File: config.mk
export PLATFORM = sky130hd
export DESIGN_NAME = annexb_nal_unit_splitter_core
export DESIGN_NICKNAME = d
export VERILOG_FILES = /design/src/rtl/core/anxb_pkg.sv /design/src/rtl/core/anxb_result_queue.sv /design/src/rtl/core/annexb_nal_unit_splitter_core.sv
export SDC_FILE = /design/constraint.sdc
export NUM_CORES = 1
export LEC_CHECK = 0
export CAP_MARGIN = 10
export CORE_MARGIN = 4
export CORE_UTILIZATION = 36
export DETAILED_ROUTE_END_ITERATION = 16
export DONT_BUFFER_PORTS = 1
export HOLD_SLACK_MARGIN = 0.03
export REMOVE_ABC_BUFFERS = 1
export SYNTH_ARGS = -nofsm -noshare
export SYNTH_HDL_FRONTEND = slang
export SYNTH_SLANG_ARGS = --single-unit
File: constraint.sdc
create_clock -name i_clk -period 9.6 [get_ports i_clk]
set_clock_uncertainty 0.05 [all_clocks]
set_input_delay 2.88 -clock i_clk [delete_from_list [all_inputs] [get_ports i_clk]]
set_output_delay 2.88 -clock i_clk [all_outputs]
set_load 0.02 [all_outputs]
File: src/rtl/core/anxb_pkg.sv
// Shared widths, result kinds and the result record of the Annex B NAL splitter.
package anxb_pkg;

    localparam int POSITION_BITS   = 32;
    localparam int ZERO_COUNT_BITS = 16;
    localparam int FRAME_BITS      = 16;

    localparam int BYTE_W   = 8;
    localparam int ZEROS_W  = 16;
    localparam int TYPE_W   = 5;
    localparam int OFFSET_W = 32;
    localparam int FRAME_W  = 16;

    localparam int MAX_RESULTS = 3;
    localparam int COUNT_W     = $clog2(MAX_RESULTS + 1);

    localparam logic [BYTE_W-1:0] START_BYTE = BYTE_W'(1);
    localparam logic [TYPE_W-1:0] TYPE_MASK  = TYPE_W'(5'h1f);
    localparam logic [TYPE_W-1:0] AUD_TYPE   = TYPE_W'(9);
    localparam int SHORT_CODE = 3;
    localparam int LONG_CODE  = 4;

    typedef enum logic [1:0] {
        KIND_BEGIN   = 2'd0,
        KIND_PAYLOAD = 2'd1,
        KIND_END     = 2'd2
    } t_kind;

    typedef struct packed {
        t_kind                 kind;
        logic [BYTE_W-1:0]     payload_byte;
        logic [ZEROS_W-1:0]    zeros_before;
        logic                  zero_overflow;
        logic [TYPE_W-1:0]     nal_type;
        logic [OFFSET_W-1:0]   nal_offset;
        logic [FRAME_W-1:0]    frame_number;
    } t_result;

    typedef struct packed {
        logic                  load;
        logic [COUNT_W-1:0]    count;
    } t_load_ctrl;

endpackage

File: src/rtl/core/anxb_result_queue.sv
// Result queue: holds the results of one transaction and hands them out in order.
module anxb_result_queue (
    input  logic                                    i_clk,
    input  logic                                    i_rst_n,
    input  anxb_pkg::t_load_ctrl                    i_load,
    input  anxb_pkg::t_result [anxb_pkg::MAX_RESULTS-1:0] i_results,
    output logic                                    o_can_load,
    output anxb_pkg::t_result                       o_head,
    output logic                                    o_valid,
    output logic                                    o_last,
    input  logic                                    i_ready
);

    anxb_pkg::t_result [anxb_pkg::MAX_RESULTS-1:0] r_slot;
    logic [anxb_pkg::COUNT_W-1:0]                  r_cnt;
    logic                                          pop;

    assign pop        = o_valid && i_ready;
    assign o_valid    = (r_cnt != '0);
    assign o_last     = (r_cnt == anxb_pkg::COUNT_W'(1));
    assign o_head     = r_slot[0];
    assign o_can_load = (r_cnt == '0) || (o_last && i_ready);

    always_ff @(posedge i_clk) begin
        if (!i_rst_n) begin
            r_cnt <= '0;
        end else if (i_load.load) begin
            r_cnt <= i_load.count;
        end else if (pop) begin
            r_cnt <= r_cnt - anxb_pkg::COUNT_W'(1);
        end
    end

    always_ff @(posedge i_clk) begin
        if (i_load.load) begin
            r_slot <= i_results;
        end else if (pop) begin
            for (int i = 0; i < anxb_pkg::MAX_RESULTS - 1; i++) begin
                r_slot[i] <= r_slot[i+1];
            end
        end
    end

endmodule

File: src/rtl/core/annexb_nal_unit_splitter_core.sv
// Annex B byte stream splitter: start code search, NAL framing and zero run tracking.
//
//  channel | direction | handshake          | payload
//  --------+-----------+--------------------+-------------------------------------------
//  input   | in        | i_valid / o_ready  | i_data_byte, i_end_of_stream
//  result  | out       | o_valid / i_ready  | o_kind, o_payload_byte, o_zeros_before,
//          |           |                    | o_zero_overflow, o_nal_type, o_nal_offset,
//          |           |                    | o_frame_number, o_last
//
// A byte is parsed in the cycle it is accepted; its zero to three results appear
// from the next cycle, one per cycle while i_ready is high.
// One byte per cycle while each byte yields at most one result and i_ready is high; a byte
// with more results holds the input until its last result is taken at the single result port.
// Synchronous reset clears the parser state and drops queued results.
module annexb_nal_unit_splitter_core (
    input  logic                                i_clk,
    input  logic                                i_rst_n,
    input  logic                                i_valid,
    output logic                                o_ready,
    input  logic [anxb_pkg::BYTE_W-1:0]         i_data_byte,
    input  logic                                i_end_of_stream,
    output logic                                o_valid,
    input  logic                                i_ready,
    output logic [1:0]                          o_kind,
    output logic [anxb_pkg::BYTE_W-1:0]         o_payload_byte,
    output logic [anxb_pkg::ZEROS_W-1:0]        o_zeros_before,
    output logic                                o_zero_overflow,
    output logic [anxb_pkg::TYPE_W-1:0]         o_nal_type,
    output logic [anxb_pkg::OFFSET_W-1:0]       o_nal_offset,
    output logic [anxb_pkg::FRAME_W-1:0]        o_frame_number,
    output logic                                o_last
);

    localparam int PB = anxb_pkg::POSITION_BITS;
    localparam int ZB = anxb_pkg::ZERO_COUNT_BITS;
    localparam int FB = anxb_pkg::FRAME_BITS;

    logic [PB-1:0] r_pos,  n_pos;
    logic [ZB-1:0] r_zrun, n_zrun;
    logic          r_zsat, n_zsat;
    logic          r_after, n_after;
    logic          r_open, n_open;
    logic [PB-1:0] r_start, n_start;
    logic [FB-1:0] r_frame, n_frame;
    logic          r_seen, n_seen;

    logic          accept;
    logic          can_load;
    logic          is_zero, ge_short, ge_long, start_code;
    logic          has_end1, has_begin, has_pay, has_end2, open_mid;
    logic [anxb_pkg::TYPE_W-1:0] nal_ty;
    logic [FB-1:0] frame_upd;
    logic [PB-1:0] sc_offset;

    anxb_pkg::t_result [anxb_pkg::MAX_RESULTS-1:0] res;
    anxb_pkg::t_load_ctrl                          ld;
    anxb_pkg::t_result                             head;

    assign accept  = i_valid && can_load;
    assign o_ready = can_load;

    assign is_zero    = (i_data_byte == '0);
    assign ge_short   = (r_zrun >= ZB'(anxb_pkg::SHORT_CODE - 1));
    assign ge_long    = (r_zrun >= ZB'(anxb_pkg::LONG_CODE - 1));
    assign start_code = (i_data_byte == anxb_pkg::START_BYTE) && ge_short
                        && (!i_end_of_stream || ge_long);
    assign sc_offset  = ge_long ? (r_pos - PB'(anxb_pkg::LONG_CODE - 1))
                                : (r_pos - PB'(anxb_pkg::SHORT_CODE - 1));

    assign has_end1  = start_code && r_open;
    assign has_pay   = !is_zero && !start_code && r_after;
    assign has_begin = has_pay && !r_open;
    assign open_mid  = start_code ? 1'b0 : (has_pay ? 1'b1 : r_open);
    assign has_end2  = i_end_of_stream && open_mid;

    assign nal_ty    = (r_zrun != '0) ? '0 : (i_data_byte[anxb_pkg::TYPE_W-1:0]
                                              & anxb_pkg::TYPE_MASK);
    assign frame_upd = (r_seen && nal_ty == anxb_pkg::AUD_TYPE)
                       ? r_frame + FB'(1) : r_frame;

    always_comb begin
        logic [anxb_pkg::COUNT_W-1:0] k;
        anxb_pkg::t_result            r_beg, r_pay, r_end;
        k = '0;
        r_beg = '0;
        r_beg.kind = anxb_pkg::KIND_BEGIN;
        r_beg.nal_type = nal_ty;
        r_beg.nal_offset = anxb_pkg::OFFSET_W'(r_start);
        r_beg.frame_number = anxb_pkg::FRAME_W'(frame_upd);
        r_pay = '0;
        r_pay.kind = anxb_pkg::KIND_PAYLOAD;
        r_pay.payload_byte = i_data_byte;
        r_pay.zeros_before = anxb_pkg::ZEROS_W'(r_zrun);
        r_pay.zero_overflow = r_zsat;
        r_end = '0;
        r_end.kind = anxb_pkg::KIND_END;
        res = '0;
        if (has_end1) begin
            res[k[1:0]] = r_end;
            k = k + anxb_pkg::COUNT_W'(1);
        end
        if (has_begin) begin
            res[k[1:0]] = r_beg;
            k = k + anxb_pkg::COUNT_W'(1);
        end
        if (has_pay) begin
            res[k[1:0]] = r_pay;
            k = k + anxb_pkg::COUNT_W'(1);
        end
        if (has_end2) begin
            res[k[1:0]] = r_end;
            k = k + anxb_pkg::COUNT_W'(1);
        end
        ld.load  = accept;
        ld.count = k;
    end

    always_comb begin
        n_pos   = r_pos + PB'(1);
        n_zrun  = r_zrun;
        n_zsat  = r_zsat;
        n_after = r_after;
        n_open  = open_mid;
        n_start = r_start;
        n_frame = r_frame;
        n_seen  = r_seen;
        if (is_zero) begin
            if (r_zrun == '1) begin
                n_zsat = 1'b1;
            end else begin
                n_zrun = r_zrun + ZB'(1);
            end
        end else begin
            n_zrun = '0;
            n_zsat = 1'b0;
        end
        if (start_code) begin
            n_after = 1'b1;
            n_start = sc_offset;
        end
        if (has_begin) begin
            n_seen  = 1'b1;
            n_frame = frame_upd;
        end
        if (i_end_of_stream) begin
            n_pos   = '0;
            n_zrun  = '0;
            n_zsat  = 1'b0;
            n_after = 1'b0;
            n_open  = 1'b0;
            n_start = '0;
            n_frame = '0;
            n_seen  = 1'b0;
        end
    end

    always_ff @(posedge i_clk) begin
        if (!i_rst_n) begin
            r_pos   <= '0;
            r_zrun  <= '0;
            r_zsat  <= 1'b0;
            r_after <= 1'b0;
            r_open  <= 1'b0;
            r_start <= '0;
            r_frame <= '0;
            r_seen  <= 1'b0;
        end else if (accept) begin
            r_pos   <= n_pos;
            r_zrun  <= n_zrun;
            r_zsat  <= n_zsat;
            r_after <= n_after;
            r_open  <= n_open;
            r_start <= n_start;
            r_frame <= n_frame;
            r_seen  <= n_seen;
        end
    end

    anxb_result_queue u_queue (
        .i_clk      (i_clk),
        .i_rst_n    (i_rst_n),
        .i_load     (ld),
        .i_results  (res),
        .o_can_load (can_load),
        .o_head     (head),
        .o_valid    (o_valid),
        .o_last     (o_last),
        .i_ready    (i_ready)
    );

    assign o_kind          = (o_valid ? head.kind : anxb_pkg::KIND_BEGIN);
    assign o_payload_byte  = head.payload_byte;
    assign o_zeros_before  = head.zeros_before;
    assign o_zero_overflow = head.zero_overflow;
    assign o_nal_type      = head.nal_type;
    assign o_nal_offset    = head.nal_offset;
    assign o_frame_number  = head.frame_number;

endmodule
==> results of run 1 <==
-- final timing paths --
| kind | end | cells after the start | startpoint | slack (ns) |
|---|---|---|---|---|
| worst max register to register | u_queue.o_head[70] | 11 | r_zrun[9] | 5.54 |
| worst min-delay path | r_start[19] | 2 | r_start[19] | 0.40 |
| worst min register to register | r_start[19] | 2 | r_start[19] | 0.40 |
| worst max-delay path | o_ready | 2 | i_ready | 3.26 |
-- per-layer routing --
layer  track usage  up-vias  part of all wire
met1         0.191     3821              0.47
met3        0.0408       36             0.073
met4        0.0326        0             0.018
li1              -     3872                 -
met5             0        -                 0
met2         0.205      154              0.44
-- sequential cells by signal, summed over array words and instances (netlist names), 2 cells and up --
name            cells
u_queue.r_slot    107
u_queue.o_head     80
r_pos              32
r_start            32
r_frame            16
r_zrun             16
u_queue.r_cnt       2
-- metrics by stage --
stage	power (µW)	hold WS, ns	instances	cell area [µm²]	util
2_1_floorplan	1930	0.375	1029	12400	-
3_3_place_gp	2020	0.387	1500	13100	0.367
3_5_place_dp	2030	0.393	1500	13100	0.367
4_1_cts	3240	0.402	1558	14100	0.396
5_1_grt	3330	0.420	1558	14100	0.396
6_report	3190	0.397	1558	14100	0.396
-- layout by cell type (no fill, tap or decap), types with 5 or more instances in the layout --
master / netlist / final
buf_4: 82 / 10
clkinv_2: 0 / 7
edfxtp_1: 187 / 187
o21ai_0: 23 / 23
a22o_1: 103 / 103
xor2_1: 30 / 30
and4_1: 9 / 9
nor2_1: 64 / 64
inv_1: 18 / 17
xnor2_1: 47 / 47
or3_1: 13 / 13
dfxtp_1: 102 / 102
a31oi_1: 18 / 18
a21oi_1: 32 / 31
clkbuf_1: 52 / 7
or4_1: 6 / 6
mux2_2: 5 / 5
nor4_1: 11 / 11
conb_1: 1 / 79
and2_1: 6 / 6
ha_1: 14 / 14
nor3_1: 19 / 19
o21ai_1: 20 / 20
clkbuf_16: 0 / 32
nand2_1: 79 / 78
nand3_1: 39 / 39
nand4_1: 18 / 18
a21o_1: 6 / 6
and3_1: 12 / 12
-- cell families after synthesis --
kind of cell / after synthesis / synth area share
simple gates: 308 / 0.129
flops: 289 / 0.588
compound gates: 235 / 0.135
buf+inv: 171 / 0.0753
xor+xnor: 77 / 0.0517
fa+ha+maj: 14 / 0.0134
mux: 9 / 0.00739
other cells: 1 / 0.000288
-- power breakdown --
part,switching [µW],total (µW),internal (µW)
Sequential,164,1710,1550
Clock,493,1200,708
Combinational,183,280,96.5
Total,840,3190,2350
-- layout make-up --
type / count / area, µm² / area share
flip-flops and latches: 289 / 7660 / 0.542
multi-input cells: 722 / 4710 / 0.334
clock buffers: 41 / 855 / 0.0605
well taps: 461 / 577 / 0.0408
clock inverters: 17 / 175 / 0.0124
repair buffers: 10 / 75.1 / 0.00532
inverters: 18 / 72.6 / 0.00514
==> results.md, run 1 <==
- Status: complete, no violations
- Max-slew violation count: 0
- Crit-path cells: a21oi_1 > inv_1
- Setup bufs post-CTS: 0
- First-pass GRT wire length: 43,200 µm
- Gpl congestion: 0.820
- Pwr Density: 226 nW/µm²
- Clock Latency Late Sink: 0.57 ns
- DP Wirelength: 17,100 µm
- Netlist cell types: 64
- Ports: 96
- Ys Warns: 0
- Worst path bufs/invs: 1
- Synth Instances: 1,104
- Avg Cell Area, Syn: 11.8 µm²
- Area grow syn2layout: 8.37%
- Critical path's largest stage delay: 0.28 ns
- Post-synthesis sequential area ratio: 0.588
- # rows: 69
- Yosys top cell area share: 0.431
- Worst EP arrival: 3.41 ns
- Commonest cells post-synth: 187 x edfxtp_1, 103 x a22o_1, 102 x dfxtp_1, 82 x buf_4, 79 x nand2_1
- Final WS setup: 3.26 ns
- DRC violations left: 0
- Via count: 7,883
- DRT Wirelength: 26,900 µm
- Peak Freq: 158 MHz
- Max-cap viol count: 0
- CP max stage cell: inv_1
- Crit Path Class: in -> out
- Critical path's top delay family: buffers and inverters
- Clock Sinks: 289
- Worst Setup End Kind: primary output
- Die X: 198 µm
- DRT iter0 DRCs: 476
- Worst min path class: reg -> reg
- VDD IR max: 0.115 mV
- PortBufs: 0
- Routed WL per cell: 17.3 µm
- Initial Utilization: 0.366
- Largest net degree at the start of global routing: 105
- Vias/cell: 5.06
- Post-synth EDFFs: 187
- FILL cells: 3,336
- Die ar.: 39,300 µm²
- Worst rel slew slack: 0.176
- Cts bufs inserted: 31
- Post-synthesis async set-or-reset flop share: 0
- Post-synthesis cell area: 13,000 µm²
- Synth Register Bits: 289
- Tightest Pin Transition: 1.20 ns
- Clk slew on worst S/H paths: 0.06 ns
- Share of layout cells above drive strength 1: 0.0848
- GRT Overall Usage: 0.135
- RSZ-0062 raised after global routing: no
- P_leak: 0.00509 µW
- Resized Gates After CTS: 0
- Final #Nets: 1,099
- Dpl ws: 2.99 ns
- Initial DRT Pass Iterations: 5
- Crit path max fanout: 5
- CTS HTree Levels: 1
- Clock root buffer: clkbuf_16
- Synth area leader: edfxtp_1
- Maximum clock path buffer count: 3
- Vias in the first global route: 7,583
- Routed Antenna Nets: 0
- Fin Setup TNS: 0 ns
- TritonCTS clock tree: built
- Final min period: 6.34 ns
- Critical Path RT: 6.67 ns
- Core Footprint: 35,700 µm²
- Initial antenna violation count: 0
- Die Span Y: 198 µm
- Worst setup SP type: input port
- Final setup fails: 0
- Synth top area cells: edfxtp_1 43%, dfxtp_1 16%, a22o_1 6.9%, buf_4 4.7%, xnor2_1 3.2%
- Total grt overflow: 0
- Final hold vios: 0
- Final worst path period share: 0.661
- Post-CTS Hold Buffers: 0
- Top FF cell, synth: edfxtp_1
- Cell with the most instances after synthesis: edfxtp_1
- Ant diodes: 0
Power figures use the tool's default switching activity.
==> run 2: changes to the inputs <==
==> constraint.sdc (replaced) <==
create_clock -name i_clk -period 5.4 [get_ports i_clk]
set_clock_uncertainty 0.05 [all_clocks]
set_input_delay 1.62 -clock i_clk [delete_from_list [all_inputs] [get_ports i_clk]]
set_output_delay 1.62 -clock i_clk [all_outputs]
set_load 0.02 [all_outputs]
==> results.md, run 2 (synthesized netlist as in run 1, its figures left out) <==
- Final setup fails: 0 (unchanged)
- Final #Nets: 1,105 (+0.55%)
- Setup bufs post-CTS: 0 (unchanged)
- First-pass GRT wire length: 43,100 µm (-0.42%)
- Die X: 198 µm (unchanged)
- Gpl congestion: 0.805 (-1.9%)
- Ant diodes: 0 (unchanged)
- DP Wirelength: 17,500 µm (+2.1%)
- Maximum clock path buffer count: 3 (unchanged)
- Resized Gates After CTS: 0 (unchanged)
- Worst rel slew slack: 0.229 (+0.0524)
- Final min period: 4.31 ns
- Hold_ws: 0.397 ns (-0.000149 ns)
- # rows: 69 (unchanged)
- GRT Overall Usage: 0.135 (-0.000494)
- Met3 usage: 0.0332 (-0.00766)
- Post-CTS Hold Buffers: 0 (unchanged)
- Most flop-heavy register: u_queue.r_slot
- Most frequent cells in the layout: 187 x edfxtp_1, 103 x a22o_1, 102 x dfxtp_1
- Max-cap viol count: 0 (unchanged)
- Met1 usage: 0.191 (about the same)
- Final core occ: 0.397 (+0.00105)
- Crit path max fanout: 26 (+21)
- Crit Path Class: in -> reg
- Ports: 96 (unchanged)
- Via count: 7,905 (+0.28%)
- Vias/cell: 5.06 (about the same)
- Initial DRT Pass Iterations: 5 (unchanged)
- P_leak: 0.00511 µW (+0.28%)
- PortBufs: 0 (unchanged)
- Initial Utilization: 0.366 (unchanged)
- Die ar.: 39,300 µm² (unchanged)
- DRT iter0 DRCs: 525 (+10%)
- Critical Path RT: 5.67 ns (-1.00 ns)
- Pwr Density: 398 nW/µm² (+76%)
- Tightest Pin Transition: 1.12 ns (-0.0764 ns)
- DRT Wirelength: 27,000 µm (+0.52%)
- Area grow syn2layout: 8.66%
- Total grt overflow: 0 (unchanged)
- CTS HTree Levels: 1 (unchanged)
- GRT met2 Usage: 0.209 (+0.00379)
- DRC violations left: 0 (unchanged)
- Initial antenna violation count: 0 (unchanged)
- Clock root buffer: clkbuf_16
- Largest net degree at the start of global routing: 73 (-30%)
- Die Span Y: 198 µm (unchanged)
- Worst min path class: reg -> reg
- Max-slew violation count: 0 (unchanged)
- Final WS setup: 1.09 ns (-2.17 ns)
- Worst setup SP type: input port
- TritonCTS clock tree: built
- Status: complete, no violations
- Routed Antenna Nets: 0 (unchanged)
- Worst Setup End Kind: register
- RSZ-0062 raised after global routing: no
- Peak Freq: 232 MHz
- Worst EP arrival: 4.58 ns (+1.17 ns)
- Routed WL per cell: 17.3 µm (+0.20%)
- Clk slew on worst S/H paths: 0.06 ns (about the same)
- GRT busiest layer: met2
- Core Footprint: 35,700 µm² (unchanged)
- Dpl ws: 0.565 ns (-2.43 ns)
- Clock Latency Late Sink: 0.57 ns (about the same)
- Clock Sinks: 289 (unchanged)
- Vias in the first global route: 7,632 (+0.65%)
- VDD IR max: 0.194 mV (+69%)
- Placed cell count: 1,507 (+0.47%)
- Cts bufs inserted: 30 (-3.2%)
- Final hold vios: 0 (unchanged)
- Max FFs per register: 107 (unchanged)
- Post-Layout Cell Count: 1,563 (+0.32%)
- Share of layout cells above drive strength 1: 0.0907 (+0.00597)
- Most common cell after layout, fill and taps aside: edfxtp_1
- Final worst path period share: 0.798
[run 2: cell types whose count changed in the layout (fill, tap and decap cells not counted), sizes merged]
cell | before | now
clkbuf | 41 | 38
inv | 20 | 19
clkinvlp | 3 | 5
buf | 10 | 17
[run 2: final cells by class]
cell class,instances,area [µm²]
fill,3363,21500
clock inverter,18,191
tap,461,577
clock buffer,38,811
inverter,18,72.6
sequential,289,7660
timing repair buffer,17,140
multi-input combinational,722,4710
[run 2: where the power goes]
group | internal (µW) | switching (µW) | leakage (µW) | total [µW]
clock | 1210 | 874 | 0.000478 | 2080
combinational | 179 | 329 | 0.00195 | 509
sequential | 2750 | 292 | 0.00268 | 3040
[run 2: final timing paths]
path                        from                  to  slack, ns  cells after the start
setup / recovery  i_data_byte[7]  u_queue.o_head[75]       1.09                     12
setup reg to reg       r_zrun[9]  u_queue.o_head[75]       1.71                     12
hold / removal       r_start[28]         r_start[28]       0.40                      2
hold reg to reg      r_start[28]         r_start[28]       0.40                      2
[run 2: metal layers]
layer | vias up | part of all wire
met2 | 146 | 0.44
met3 | 41 | 0.059
met1 | 3830 | 0.48
met4 | 0 | 0.021
met5 | - | 0
li1 | 3888 | -
[run 2: stage by stage]
stage / setup TNS [ns] / total power (µW) / instance area (µm²)
finish: 0 / 5630 / 14200
global route: 0 / 5870 / 14200
CTS: 0 / 5710 / 14200
detailed placement: 0 / 3610 / 13200
global placement: 0 / 3600 / 13200
floorplan: -235.37 / 3430 / 12400
[run 2: critical path, cell delays in order]
cell and delay [ns]:
or4_1 0.64, nor2b_1 0.35, o211ai_2 0.18, nand3_1 0.24
nand2_1 0.11, ha_1 0.33, inv_1 0.12, ha_1 0.24
nand2_1 0.06, and4_1 0.19, buf_4 0.24, a22o_1 0.22
==> run 3: changes to the inputs <==
--- a/config.mk
+++ b/config.mk
@@ -5,6 +5,7 @@
 export SDC_FILE = /design/constraint.sdc
 export NUM_CORES = 1
 export LEC_CHECK = 0
+export ABC_AREA = 1
 export CAP_MARGIN = 10
 export CORE_MARGIN = 4
 export CORE_UTILIZATION = 36
==> constraint.sdc (replaced) <==
create_clock -name i_clk -period 4.2 [get_ports i_clk]
set_clock_uncertainty 0.05 [all_clocks]
set_input_delay 1.26 -clock i_clk [delete_from_list [all_inputs] [get_ports i_clk]]
set_output_delay 1.26 -clock i_clk [all_outputs]
set_load 0.02 [all_outputs]
==> results.md, run 3 <==
- Status: complete, no violations
- Routed Antenna Nets: 0 (unchanged)
- Worst min path class: reg -> reg
- Via count: 11,150 (+41%)
- Die X: 209 µm (+5.5%)
- Worst rel slew slack: 0.403 (+0.174)
- Peak Freq: 287 MHz
- Total grt overflow: 0 (unchanged)
- # rows: 73 (+5.8%)
- RSZ-0062 raised after global routing: no
- Post-synthesis mux area share: 0 (-0.00739)
- Tot Pwr: 9350 µW (+66%)
- Ys Warns: 0 (unchanged)
- Synth top area cells: edfxtp_1 39%, dfxtp_1 14%, nand2_1 12%, nand3_1 5.0%, buf_4 4.0%
- Final #Nets: 1,717 (+55%)
- Core Footprint: 39,800 µm² (+12%)
- DRT Wirelength: 36,800 µm (+36%)
- Vias in the first global route: 10,836 (+42%)
- Post-synthesis async set-or-reset flop share: 0 (unchanged)
- Seq pwr share: 0.534 (-0.006)
- Fin Setup TNS: 0 ns (unchanged)
- Comb power frac: 0.143 (+0.053)
- Ant diodes: 0 (unchanged)
- Crit path max fanout: 30 (+15%)
- Commonest cells post-synth: 459 x nand2_1, 187 x edfxtp_1, 145 x nand3_1, 139 x nor2_1, 131 x inv_1
- Clk slew on worst S/H paths: 0.06 ns (about the same)
- Worst Setup End Kind: register
- Synth Instances: 1,686 (+53%)
- Power Internal: 6310 µW (+53%)
- Largest family of logic cells by synthesized area: simple AND/OR/NAND/NOR gates
- Largest net degree at the start of global routing: 77 (+5.5%)
- Ports: 96 (unchanged)
- First-pass GRT wire length: 58,900 µm (+37%)
- Sw power: 3040 µW (+100%)
- Resized Gates After CTS: 0 (unchanged)
- VDD IR max: 0.266 mV (+37%)
- Routed WL per cell: 16.4 µm (-5.2%)
- Initial DRT Pass Iterations: 6 (+1)
- Share of layout cells above drive strength 1: 0.0896 (-0.00110)
- Clock share of power: 0.323 (-0.047)
- Synth area leader: edfxtp_1
- Yosys top cell area share: 0.386 (-0.0452)
- Clock Latency Late Sink: 0.54 ns (-0.03 ns)
- Final hold vios: 0 (unchanged)
- DRT iter0 DRCs: 975 (+86%)
- Placed Instance Area: 14,800 µm² (+12%)
- Avg Cell Area, Syn: 8.64 µm² (-27%)
- Clock root buffer: clkbuf_16
- Final core occ: 0.401 (+0.00355)
- P_leak: 0.00618 µW (+21%)
- Setup bufs post-CTS: 0 (unchanged)
- Tightest Pin Transition: 0.890 ns (-0.235 ns)
- FILL cells: 4,045 (+20%)
- Clock Sinks: 289 (unchanged)
- TritonCTS clock tree: built
- Area grow syn2layout: 9.59%
- Max-cap viol count: 0 (unchanged)
- Crit Path Class: in -> reg
- Cell with the most instances after synthesis: nand2_1
- Die Span Y: 209 µm (+5.5%)
- Synth Register Bits: 289 (unchanged)
- DP Wirelength: 25,400 µm (+46%)
- Final setup fails: 0 (unchanged)
- Crit-path most repeated cell: nand2_1
- CTS HTree Levels: 2 (+1)
- Die ar.: 43,700 µm² (+11%)
- Gpl congestion: 0.947 (+18%)
- Synth Area in Compound Gates: 0.0827 (-0.0526)
- Top FF cell, synth: edfxtp_1
- Fin area: 16,000 µm² (+13%)
- Adder-cell share of the synthesized area: 0.0120 (-0.00141)
- Initial Utilization: 0.366 (about the same)
- Sw Ratio: 0.325 (+0.0596)
- Crit-path cells: nor2_1 > nand3_1 > nor2_2 > nand3_4 > buf_4 > nand2_1 > nand2_1 > inv_1 > ha_1 > inv_1 > ha_1 > nand4_4 > buf_4 > nand3_1 > nand2_1
- Critical path's largest stage delay: 0.31 ns (-0.33 ns)
- Max FFs per register: 107 (unchanged)
- Maximum clock path buffer count: 3 (unchanged)
- Max-slew violation count: 0 (unchanged)
- Final worst path period share: 0.830
- Post-CTS Hold Buffers: 0 (unchanged)
- Post-synth EDFFs: 187 (unchanged)
- Most flop-heavy register: u_queue.r_slot
- Worst EP arrival: 3.72 ns (-0.86 ns)
- Post-synthesis cell area: 14,600 µm² (+12%)
- XOR/XNOR Fraction of Synth Area: 0.00902 (-0.0427)
- Cts bufs inserted: 36 (+20%)
- Vias/cell: 4.97 (-1.7%)
- Netlist cell types: 48 (-25%)
- Critical Path RT: 4.44 ns (-1.23 ns)
- Worst setup SP type: input port
- Simple-Gate Fraction of Synth Area: 0.271 (+0.142)
- Dpl ws: 0.144 ns (-0.421 ns)
- Most frequent cells in the layout: 459 x nand2_1, 187 x edfxtp_1, 145 x nand3_1
- Pwr Density: 586 nW/µm² (+47%)
- Final min period: 3.48 ns
- Final WS setup: 0.716 ns (-0.375 ns)
- PortBufs: 0 (unchanged)
- Initial antenna violation count: 0 (unchanged)
- Most common cell after layout, fill and taps aside: nand2_1
- GRT Overall Usage: 0.166 (+0.0310)
- CP max stage cell: buf_4
- DRC violations left: 0 (unchanged)
- Post-synthesis sequential area ratio: 0.526 (-0.0617)
[run 3: stage by stage]
stage	std cells	hold WS, ns
after detailed placement	2177	0.408
after floorplan	1632	0.390
after global routing	2243	0.439
after CTS	2243	0.419
final	2243	0.416
after global placement	2177	0.403
[run 3: area by class of cell]
type                       count  area [µm²]  share of cell area
multi-input combinational   1202        5770               0.361
clock inverter                17         133             0.00831
inverter                     141         533              0.0334
sequential                   289        7660               0.480
timing repair buffer          20         188              0.0118
clock buffer                  49        1020              0.0641
tap                          525         657              0.0412
[run 3: path summary, 6_finish.rpt]
kind                    start                  end  slack [ns]  cells after the start
min reg2reg       r_start[11]          r_start[11]        0.42                      2
min               r_start[11]          r_start[11]        0.42                      2
max reg2reg  u_queue.r_cnt[0]  u_queue.r_slot[134]        0.73                     10
max            i_data_byte[7]   u_queue.o_head[22]        0.72                     15
[run 3: cell families after synthesis]
| kind of cell | Yosys count |
|---|---|
| AO/OA/AOI/OAI | 218 |
| AND/OR/NAND/NOR | 876 |
| adder cells (fa/ha/maj) | 14 |
| other | 1 |
| buffers and inverters | 273 |
| XOR/XNOR | 15 |
| flip-flops | 289 |
[run 3: critical path: cells and delay by family]
family,cells,cell delay [ns]
AND/OR/NAND/NOR,9,1.33
buffers and inverters,4,0.66
adder cells (fa/ha/maj),2,0.45
[run 3: routing by layer]
layer  global-route usage  up-vias  share of wire
li1                     -     5516              -
met2                0.271      302           0.46
met4               0.0486        0          0.025
met5                    0        -              0
met1                0.222     5258           0.45
met3               0.0366       74          0.057
[run 3: power groups by stage]
stage,Clock [µW],Sequential [µW],Combinational (µW)
3_3_place_gp,0,5080,1320
2_1_floorplan,0,5010,924
5_1_grt,3230,5070,1540
6_report,3020,4990,1340
3_5_place_dp,0,5070,1380
4_1_cts,3110,5030,1370
